--- src/rtl/dsf_pkg.sv ---
// dsf_pkg: shared types and constants for the two-channel sound sample fifo
// no dependencies

package dsf_pkg;

  localparam int WORD_W         = 32;
  localparam int SAMPLE_W       = 8;
  localparam int FILL_OUT_W     = 3;
  localparam int PEND_W         = 3;
  localparam int BYTES_PER_WORD = 4;
  localparam int DMA_FREE_MIN   = 4;

  typedef enum logic [1:0] {
    OP_WRITE = 2'd0,
    OP_TICK  = 2'd1,
    OP_RESET = 2'd2
  } op_e;

  typedef enum logic {
    CFG_ARMED_A = 1'b0,
    CFG_ARMED_B = 1'b1
  } cfg_idx_e;

  typedef struct packed {
    logic [1:0]        operation;
    logic              channel;
    logic [WORD_W-1:0] word;
  } item_t;

  typedef struct packed {
    logic signed [SAMPLE_W-1:0] sample;
    logic                       dma_request;
    logic [FILL_OUT_W-1:0]      fill_level;
    logic [WORD_W-1:0]          next_slot_word;
  } result_t;

endpackage

--- src/rtl/dsf_in_if.sv ---
// dsf_in_if: input channel, valid/ready with one command item
// depends on dsf_pkg

interface dsf_in_if import dsf_pkg::*; ();
  logic              valid;
  logic              ready;
  logic [1:0]        operation;
  logic              channel;
  logic [WORD_W-1:0] word;

  modport source (output valid, operation, channel, word, input ready);
  modport sink   (input valid, operation, channel, word, output ready);
endinterface

--- src/rtl/dsf_out_if.sv ---
// dsf_out_if: result channel, valid/ready with one result item
// depends on dsf_pkg

interface dsf_out_if import dsf_pkg::*; ();
  logic                       valid;
  logic                       ready;
  logic signed [SAMPLE_W-1:0] sample;
  logic                       dma_request;
  logic [FILL_OUT_W-1:0]      fill_level;
  logic [WORD_W-1:0]          next_slot_word;

  modport source (output valid, sample, dma_request, fill_level, next_slot_word, input ready);
  modport sink   (input valid, sample, dma_request, fill_level, next_slot_word, output ready);
endinterface

--- src/rtl/dsf_ring_mem.sv ---
// dsf_ring_mem: word ring storage for both channels, one write and one read port
// registered read data, per-entry valid bits so unwritten entries read as zero; uses dsf_pkg

module dsf_ring_mem import dsf_pkg::*; #(
  parameter int ADDR_W = 4
) (
  input  logic              clk_i,
  input  logic              rst_ni,
  input  logic              we_i,
  input  logic [ADDR_W-1:0] waddr_i,
  input  logic [WORD_W-1:0] wdata_i,
  input  logic              re_i,
  input  logic [ADDR_W-1:0] raddr_i,
  output logic [WORD_W-1:0] rdata_o
);

  localparam int ENTRIES = 1 << ADDR_W;

  logic [WORD_W-1:0]  mem [ENTRIES];
  logic [ENTRIES-1:0] valid_q;
  logic [WORD_W-1:0]  rdata_q;
  logic               rvalid_q;

  always_ff @(posedge clk_i) begin
    if (we_i) begin
      mem[waddr_i] <= wdata_i;
    end
    if (re_i) begin
      rdata_q <= mem[raddr_i];
    end
  end

  always_ff @(posedge clk_i or negedge rst_ni) begin
    if (!rst_ni) begin
      valid_q  <= '0;
      rvalid_q <= 1'b0;
    end else begin
      if (we_i) begin
        valid_q[waddr_i] <= 1'b1;
      end
      if (re_i) begin
        rvalid_q <= valid_q[raddr_i];
      end
    end
  end

  assign rdata_o = rvalid_q ? rdata_q : '0;

endmodule

--- src/rtl/dsf_chan_ctrl.sv ---
// dsf_chan_ctrl: per-channel pointers, shift word and pending count
// issues ring accesses at accept, applies the item on commit; uses dsf_pkg

module dsf_chan_ctrl import dsf_pkg::*; #(
  parameter int FIFO_DEPTH = 8
) (
  input  logic                              clk_i,
  input  logic                              rst_ni,
  input  logic                              acc_i,
  input  item_t                             in_item_i,
  input  item_t                             item_q_i,
  input  logic                              commit_i,
  input  logic [WORD_W-1:0]                 rdata_i,
  input  logic [1:0]                        armed_i,
  output logic                              mem_we_o,
  output logic [$clog2(FIFO_DEPTH):0]       mem_waddr_o,
  output logic [WORD_W-1:0]                 mem_wdata_o,
  output logic                              mem_re_o,
  output logic [$clog2(FIFO_DEPTH):0]       mem_raddr_o,
  output result_t                           result_o
);

  localparam int PTR_W  = $clog2(FIFO_DEPTH);
  localparam int FILL_W = $clog2(FIFO_DEPTH + 1);

  logic [PTR_W-1:0]  wptr_q  [2];
  logic [PTR_W-1:0]  rptr_q  [2];
  logic [WORD_W-1:0] shift_q [2];
  logic [PEND_W-1:0] pend_q  [2];

  logic [PTR_W-1:0]  wptr_d, rptr_d;
  logic [WORD_W-1:0] shift_d;
  logic [PEND_W-1:0] pend_d;

  function automatic logic [PTR_W-1:0] next_ptr(input logic [PTR_W-1:0] p);
    return (p == PTR_W'(FIFO_DEPTH - 1)) ? '0 : p + 1'b1;
  endfunction

  // ring access for the item being accepted
  logic             in_ch;
  logic [PTR_W-1:0] in_wp;

  always_comb begin
    in_ch       = in_item_i.channel;
    in_wp       = wptr_q[in_ch];
    mem_re_o    = acc_i;
    mem_we_o    = acc_i && (in_item_i.operation == OP_WRITE);
    mem_waddr_o = {in_ch, in_wp};
    mem_wdata_o = in_item_i.word;
    if (in_item_i.operation == OP_WRITE) begin
      mem_raddr_o = {in_ch, next_ptr(in_wp)};
    end else begin
      mem_raddr_o = {in_ch, rptr_q[in_ch]};
    end
  end

  // item execution once the read data is back
  logic              ch;
  logic [PTR_W-1:0]  w, r;
  logic [FILL_W-1:0] fill;
  logic              load;
  logic [WORD_W-1:0] cur;
  logic [PEND_W-1:0] pend_eff;

  always_comb begin
    ch       = item_q_i.channel;
    w        = wptr_q[ch];
    r        = rptr_q[ch];
    if (w >= r) begin
      fill = FILL_W'(w) - FILL_W'(r);
    end else begin
      fill = FILL_W'(FIFO_DEPTH) - FILL_W'(r) + FILL_W'(w);
    end
    load     = (pend_q[ch] == '0) && (fill != '0);
    cur      = load ? rdata_i : shift_q[ch];
    pend_eff = load ? PEND_W'(BYTES_PER_WORD) : pend_q[ch];

    wptr_d   = w;
    rptr_d   = r;
    shift_d  = shift_q[ch];
    pend_d   = pend_q[ch];
    result_o = '0;

    case (op_e'(item_q_i.operation))
      OP_WRITE: begin
        wptr_d                  = next_ptr(w);
        result_o.next_slot_word = rdata_i;
      end
      OP_TICK: begin
        result_o.dma_request = (fill < FILL_W'(FIFO_DEPTH - DMA_FREE_MIN)) && armed_i[ch];
        result_o.fill_level  = fill[FILL_OUT_W-1:0];
        result_o.sample      = cur[SAMPLE_W-1:0];
        if (load) begin
          rptr_d = next_ptr(r);
        end
        if (pend_eff != '0) begin
          shift_d = {{SAMPLE_W{cur[WORD_W-1]}}, cur[WORD_W-1:SAMPLE_W]};
          pend_d  = pend_eff - 1'b1;
        end else begin
          shift_d = cur;
          pend_d  = pend_eff;
        end
      end
      OP_RESET: begin
        wptr_d = '0;
        rptr_d = '0;
      end
      default: begin
      end
    endcase
  end

  always_ff @(posedge clk_i or negedge rst_ni) begin
    if (!rst_ni) begin
      wptr_q  <= '{default: '0};
      rptr_q  <= '{default: '0};
      shift_q <= '{default: '0};
      pend_q  <= '{default: '0};
    end else if (commit_i) begin
      wptr_q[ch]  <= wptr_d;
      rptr_q[ch]  <= rptr_d;
      shift_q[ch] <= shift_d;
      pend_q[ch]  <= pend_d;
    end
  end

endmodule

--- src/rtl/dma_sound_fifo_channel.sv ---
// dma_sound_fifo_channel: two-channel 8-bit sound sample fifo fed by word writes
// depends on dsf_pkg, dsf_in_if, dsf_out_if, dsf_ring_mem, dsf_chan_ctrl
//
//   port     | dir | content
//   ---------+-----+----------------------------------------------
//   in_i     | in  | operation, channel, word (valid/ready)
//   out_o    | out | sample, dma_request, fill_level, next_slot_word
//   cfg_*_i  | in  | write enable, register index, 1-bit data
//
// each item goes through the ring read issued at accept, then the
// update and result when the read data returns
// a finished result waits in the output register while the next item is accepted
// a stalled output holds the item in execution until the register frees up
// reset clears pointers, shift words and entry valid bits at once, no sweep

module dma_sound_fifo_channel import dsf_pkg::*; #(
  parameter int FIFO_DEPTH = 8
) (
  input  logic             clk_i,
  input  logic             rst_ni,
  dsf_in_if.sink           in_i,
  dsf_out_if.source        out_o,
  input  logic             cfg_we_i,
  input  logic             cfg_idx_i,
  input  logic             cfg_data_i
);

  localparam int ADDR_W = $clog2(FIFO_DEPTH) + 1;

  typedef enum logic [1:0] {
    S_IDLE = 2'b01,
    S_EXEC = 2'b10
  } state_e;

  state_e  state_q;
  item_t   item_q, in_item;
  result_t result, out_q;
  logic    out_valid_q;
  logic [1:0] armed_q;
  logic    acc, commit;

  logic              mem_we, mem_re;
  logic [ADDR_W-1:0] mem_waddr, mem_raddr;
  logic [WORD_W-1:0] mem_wdata, mem_rdata;

  assign in_i.ready = (state_q == S_IDLE);
  assign acc        = in_i.valid && in_i.ready;
  assign commit     = (state_q == S_EXEC) && (!out_valid_q || out_o.ready);

  assign in_item.operation = in_i.operation;
  assign in_item.channel   = in_i.channel;
  assign in_item.word      = in_i.word;

  always_ff @(posedge clk_i or negedge rst_ni) begin
    if (!rst_ni) begin
      armed_q <= 2'b11;
    end else if (cfg_we_i) begin
      case (cfg_idx_e'(cfg_idx_i))
        CFG_ARMED_A: armed_q[0] <= cfg_data_i;
        CFG_ARMED_B: armed_q[1] <= cfg_data_i;
        default: begin
        end
      endcase
    end
  end

  always_ff @(posedge clk_i or negedge rst_ni) begin
    if (!rst_ni) begin
      state_q     <= S_IDLE;
      out_valid_q <= 1'b0;
    end else begin
      case (state_q)
        S_IDLE: begin
          if (acc) begin
            state_q <= S_EXEC;
          end
        end
        S_EXEC: begin
          if (commit) begin
            state_q <= S_IDLE;
          end
        end
        default: state_q <= S_IDLE;
      endcase
      if (commit) begin
        out_valid_q <= 1'b1;
      end else if (out_o.ready) begin
        out_valid_q <= 1'b0;
      end
    end
  end

  always_ff @(posedge clk_i) begin
    if (acc) begin
      item_q <= in_item;
    end
    if (commit) begin
      out_q <= result;
    end
  end

  dsf_ring_mem #(
    .ADDR_W (ADDR_W)
  ) u_mem (
    .clk_i   (clk_i),
    .rst_ni  (rst_ni),
    .we_i    (mem_we),
    .waddr_i (mem_waddr),
    .wdata_i (mem_wdata),
    .re_i    (mem_re),
    .raddr_i (mem_raddr),
    .rdata_o (mem_rdata)
  );

  dsf_chan_ctrl #(
    .FIFO_DEPTH (FIFO_DEPTH)
  ) u_ctrl (
    .clk_i       (clk_i),
    .rst_ni      (rst_ni),
    .acc_i       (acc),
    .in_item_i   (in_item),
    .item_q_i    (item_q),
    .commit_i    (commit),
    .rdata_i     (mem_rdata),
    .armed_i     (armed_q),
    .mem_we_o    (mem_we),
    .mem_waddr_o (mem_waddr),
    .mem_wdata_o (mem_wdata),
    .mem_re_o    (mem_re),
    .mem_raddr_o (mem_raddr),
    .result_o    (result)
  );

  assign out_o.valid          = out_valid_q;
  assign out_o.sample         = out_q.sample;
  assign out_o.dma_request    = out_q.dma_request;
  assign out_o.fill_level     = out_q.fill_level;
  assign out_o.next_slot_word = out_q.next_slot_word;

endmodule

--- src/flat_wrapper.sv ---
// flat-port wrapper written by rule: the top's interface ports become plain ports
module dma_sound_fifo_channel_flat import dsf_pkg::*;
#(
  parameter int FIFO_DEPTH = 8
)
  (clk_i, rst_ni, cfg_we_i, cfg_idx_i, cfg_data_i, in_i_valid, in_i_operation, in_i_channel, in_i_word, in_i_ready, out_o_valid, out_o_sample, out_o_dma_request, out_o_fill_level, out_o_next_slot_word, out_o_ready);
  dsf_in_if in_i_i ();
  dsf_out_if out_o_i ();
  input  logic clk_i;
  input  logic rst_ni;
  input  logic cfg_we_i;
  input  logic cfg_idx_i;
  input  logic cfg_data_i;
  input wire logic [$bits(in_i_i.valid)-1:0] in_i_valid;
  input wire logic [$bits(in_i_i.operation)-1:0] in_i_operation;
  input wire logic [$bits(in_i_i.channel)-1:0] in_i_channel;
  input wire logic [$bits(in_i_i.word)-1:0] in_i_word;
  output wire logic [$bits(in_i_i.ready)-1:0] in_i_ready;
  output wire logic [$bits(out_o_i.valid)-1:0] out_o_valid;
  output wire logic [$bits(out_o_i.sample)-1:0] out_o_sample;
  output wire logic [$bits(out_o_i.dma_request)-1:0] out_o_dma_request;
  output wire logic [$bits(out_o_i.fill_level)-1:0] out_o_fill_level;
  output wire logic [$bits(out_o_i.next_slot_word)-1:0] out_o_next_slot_word;
  input wire logic [$bits(out_o_i.ready)-1:0] out_o_ready;
  assign in_i_i.valid = in_i_valid;
  assign in_i_i.operation = in_i_operation;
  assign in_i_i.channel = in_i_channel;
  assign in_i_i.word = in_i_word;
  assign in_i_ready = in_i_i.ready;
  assign out_o_valid = out_o_i.valid;
  assign out_o_sample = out_o_i.sample;
  assign out_o_dma_request = out_o_i.dma_request;
  assign out_o_fill_level = out_o_i.fill_level;
  assign out_o_next_slot_word = out_o_i.next_slot_word;
  assign out_o_i.ready = out_o_ready;
  dma_sound_fifo_channel #(.FIFO_DEPTH(FIFO_DEPTH)) u_core (.clk_i(clk_i), .rst_ni(rst_ni), .in_i(in_i_i), .out_o(out_o_i), .cfg_we_i(cfg_we_i), .cfg_idx_i(cfg_idx_i), .cfg_data_i(cfg_data_i));
endmodule
--- config.mk ---
export PLATFORM = sky130hd
export DESIGN_NAME = dma_sound_fifo_channel_flat
export DESIGN_NICKNAME = d
export VERILOG_FILES = /design/src/rtl/dsf_pkg.sv /design/src/rtl/dsf_in_if.sv /design/src/rtl/dsf_out_if.sv /design/src/rtl/dsf_ring_mem.sv /design/src/rtl/dsf_chan_ctrl.sv /design/src/rtl/dma_sound_fifo_channel.sv /design/src/flat_wrapper.sv
export SDC_FILE = /design/constraint.sdc
export NUM_CORES = 1
export LEC_CHECK = 0
export BUFFER_PORTS_ARGS = -buffer_cell sky130_fd_sc_hd__buf_2
export CORE_MARGIN = 2
export CORE_UTILIZATION = 55
export DETAILED_ROUTE_END_ITERATION = 6
export HOLD_SLACK_MARGIN = 0.02
export PLACE_DENSITY_LB_ADDON = 0.12
export REMOVE_ABC_BUFFERS = 1
export SLEW_MARGIN = 20
export SYNTH_ARGS = -nofsm -noshare
export SYNTH_HDL_FRONTEND = slang
export SYNTH_SLANG_ARGS = --single-unit
--- constraint.sdc ---
create_clock -name clk_i -period 3.92 [get_ports clk_i]
set_input_delay 0.588 -clock clk_i [delete_from_list [all_inputs] [get_ports clk_i]]
set_output_delay 0.588 -clock clk_i [all_outputs]
set_load 0.1 [all_outputs]
==> flow_summary_export.csv <==
group,metric,value,unit
run_status,status,"finished clean",
worst_setup_path,startpoint_type,"register",
worst_setup_path,cp_max_fo,17,
worst_setup_path,critPathSlowestCell,"fa_1",
synthesis,yosys_warnings,0,
clock_network,clk-insertion-delay-late,0.60,ns
timing,setup_ws,0.232,ns
worst_setup_path,r2r-end,"u_core.u_ctrl.shift_q[47]",
route,vias_per_cell,6.20,
synthesis,synth.distinct_cells,48,
global_route,grt_use_met1,36.1,%
route,drt.antenna.violating_nets,0,
pwr,total_power,20.4,mW
global_route,use_met2,41.2,%
pwr,p_seq_share,44.3,%
floorplan,rows,82,
worst_setup_path,critPathMaxStageDelay,0.62,ns
route,drt_first_pass_iters,7,
timing,slew_headroom,29.6,%
global_route,antenna_found_initial,3,
place,hpwl,37800,um
clock_network,clock_path_buffers,3,
worst_setup_path,cp-startpoint,"u_core.item_q[32]",
synthesis,async_flop_share,15.0,%
timing,finalSetupTns,0,ns
floorplan,fp.dieW,229,um
pwr,sw_frac_of_total,28.5,%
worst_setup_path,crit_path_end_kind,"register",
clock_network,cts_sinks,695,
synthesis,synthFlopType,"edfxtp_1",
synthesis,syn-instance-count,1453,
clock_network,postCtsSetupBuffers,0,
global_route,grt_pass1_wl,97100,um
synthesis,yosys.area.top_type,"edfxtp_1",
finish,drive_gt1_share,29.5,%
finish,final_util,63.8,%
floorplan,core_area,50000,um^2
pwr,peakVddDrop,375,uV
clock_network,htree_levels,3,
worst_setup_path,cp_data_required_time,4.41,ns
place,io_buffers,87,
worst_setup_path,arrival,4.18,ns
clock_network,cts_buffers,72,
pwr,p_leak,11.2,nW
worst_setup_path,r2r_setup_slack,0.23,ns
global_route,grt.total_usage,25.5,%
place,pre_cts_ws,0.237,ns
clock_network,cts_tree,"done",
route,num_vias,14400,
global_route,grt_pass1_vias,14700,
timing,finalHoldViolCount,0,
route,post-route-drc-count,0,
global_route,grt_max_degree,76,
floorplan,start_util,55.6,%
global_route,grt_use_met3,4.18,%
route,totalWireLength,65000,um
global_route,grt_busiest_layer,"met2",
finish,area_growth,14.9,%
place,place.gp.congestion,0.843,
synthesis,yosysSeqAreaShare,73.3,%
clock_network,cts_root_buffer,"clkbuf_16",
global_route,grt-ovfl-total,0,
synthesis,ys_ff_latch,695,
min_path,hp-class,"in2reg",
worst_setup_path,worst-setup-path-type,"reg2reg",
pwr,comb_power_share,22.9,%
synthesis,synthTopCellsByCount,"edfxtp_1, mux4_2, dfrtp_1",
floorplan,io_pins,88,
synthesis,avgSynthCellArea,19.1,um^2
timing,fin_crit_sh,94.1,%
floorplan,die-height,229,um
synthesis,syn-cell-area,27800,um^2
worst_setup_path,crit_end,"u_core.u_ctrl.shift_q[47]",
run,maxCapViolCount,0,
synthesis,yosysMostFrequentCell,"edfxtp_1",
timing,period_needed,3.69,ns
worst_setup_path,r2r_cells,11,
clock_network,clkTransAtPathRegs,0.06,ns
timing,holdWs,0.237,ns
route,drt_iter0_markers,1565,
timing,slew_viol_final,0,
synthesis,synth.area.top_cells,"edfxtp_1, mux4_2, dfrtp_1, mux2i_1, mux2_2",
floorplan,dieArea,52300,um^2
pwr,clockPowerShare,32.8,%
pwr,p_int,14.6,mW
timing,finClkSkew,0.0210,ns
synthesis,yosysTopAreaCellShare,63.9,%
finish,nNetsFinal,1658,
route,wl_per_cell,27.9,um
pwr,switching_power,5.80,mW
timing,rsz0062_at_grt,"no",
synthesis,synth_edf_count,591,
worst_setup_path,r2r-start,"u_core.item_q[32]",
timing,worst_pin_slew,1.06,ns
pwr,pwr_density_cell,640,nW/um^2
timing,max_freq,0.271,GHz
timing,setup_violations,0,
worst_setup_path,cp_cell_sequence,"mux2i_2, inv_1, ha_1, fa_1, fa_1, nand3_1, buf_4, o41ai_2, buf_4, a311oi_1, o31ai_1",
[final cells by class]
type / count / area (um^2)
sequential: 695 / 20400
timing repair buffer: 161 / 1260
clock inverter: 30 / 308
inverter: 15 / 56.3
clock buffer: 99 / 2000
multi-input combinational: 655 / 7070
tap: 672 / 841
fill: 3446 / 18100
antenna: 1 / 2.50
[what timing repair did]
item	in CTS	in global routing
endpoints found under the hold margin	0	24
setup endpoints to repair	0	8
resized for setup	0	2
hold buffers	0	1
[placed cells by master, fill, tap and decap left out, drive strengths merged, types with 9 or more instances in the layout]
| master | instances |
|---|---|
| edfxtp | 591 |
| mux4 | 160 |
| buf | 160 |
| dfrtp | 101 |
| clkbuf | 99 |
| nand2 | 68 |
| nor2 | 58 |
| mux2i | 49 |
| o21ai | 44 |
| and3 | 34 |
| mux2 | 25 |
| clkinv | 19 |
| inv | 18 |
| a31oi | 17 |
| or2 | 16 |
| a21oi | 16 |
| o31ai | 15 |
| a22o | 14 |
| ha | 14 |
| nor3 | 13 |
| a211oi | 9 |
| o21a | 9 |
| and2 | 9 |
| nand4 | 9 |
| o311ai | 9 |
| a311oi | 9 |
[power by group through the flow]
| stage | Combinational [mW] | Sequential [mW] | Clock, mW |
|---|---|---|---|
| floorplan | 3.33 | 9.20 | 0 |
| global placement | 4.55 | 9.16 | 0 |
| detailed placement | 4.64 | 9.18 | 0 |
| CTS | 4.65 | 9.03 | 6.82 |
| global route | 5.05 | 9.09 | 7.12 |
| finish | 4.66 | 9.04 | 6.69 |
[logic make-up after synthesis]
family,synth area share (%)
flip-flops,73.3
buffers and inverters,1.80
adder cells (fa/ha/maj),0.775
AND/OR/NAND/NOR,4.11
multiplexers,15.8
AO/OA/AOI/OAI,4.16
XOR/XNOR,0.0631
[flip-flops by register name, summed over array words and instances, names as in the netlist, 6 cells and up]
name,cells
u_core.out_o.sample,8
u_core.u_ctrl.rptr_q,6
u_core.u_mem.mem,512
u_core.u_ctrl.shift_q,64
u_core.u_ctrl.pend_q,6
u_core.u_mem.rdata_q,32
u_core.u_mem.valid_q,16
u_core.u_ctrl.wptr_q,6
u_core.out_o.next_slot_word,32
[through the flow]
stage / cells / instance area [um^2]
finish: 2328 / 31900
detailed placement: 2196 / 29500
CTS: 2325 / 31800
floorplan: 1365 / 27300
global route: 2328 / 31900
global placement: 2196 / 29500
[metal layers]
metal  part of all wire [%]  wire length (um)
met3                    6.5              4230
met5                  0.042                27
met2                     50             32200
met1                     41             26900
met4                    2.5              1600
[worst max-delay path: cells and delay by family, from the launching register on]
family                     cells  cell delay (ns)
AOI/OAI and AO/OA              3             0.81
adders and majority gates      3             1.32
buffers and inverters          3             0.59
DFF                            1             0.43
muxes                          1             0.33
and+or+nand+nor                1             0.10
[how the worst min path moves through the flow]
stage / to / slack [ns] / start / cells after the start
5_1_grt: u_core.item_q[34] / 0.22 / in_i_operation[1] / 1
3_3_place_gp: u_core.u_mem.valid_q[2] / 0.45 / u_core.u_mem.valid_q[2] / 1
3_5_place_dp: u_core.u_mem.valid_q[13] / 0.45 / u_core.u_mem.valid_q[13] / 1
2_1_floorplan: u_core.out_o.valid / 0.29 / rst_ni / 0
4_1_cts: u_core.u_ctrl.shift_q[20] / 0.17 / rst_ni / 1
6_report: u_core.item_q[34] / 0.24 / in_i_operation[1] / 1
(Power assumes the default switching activity.)
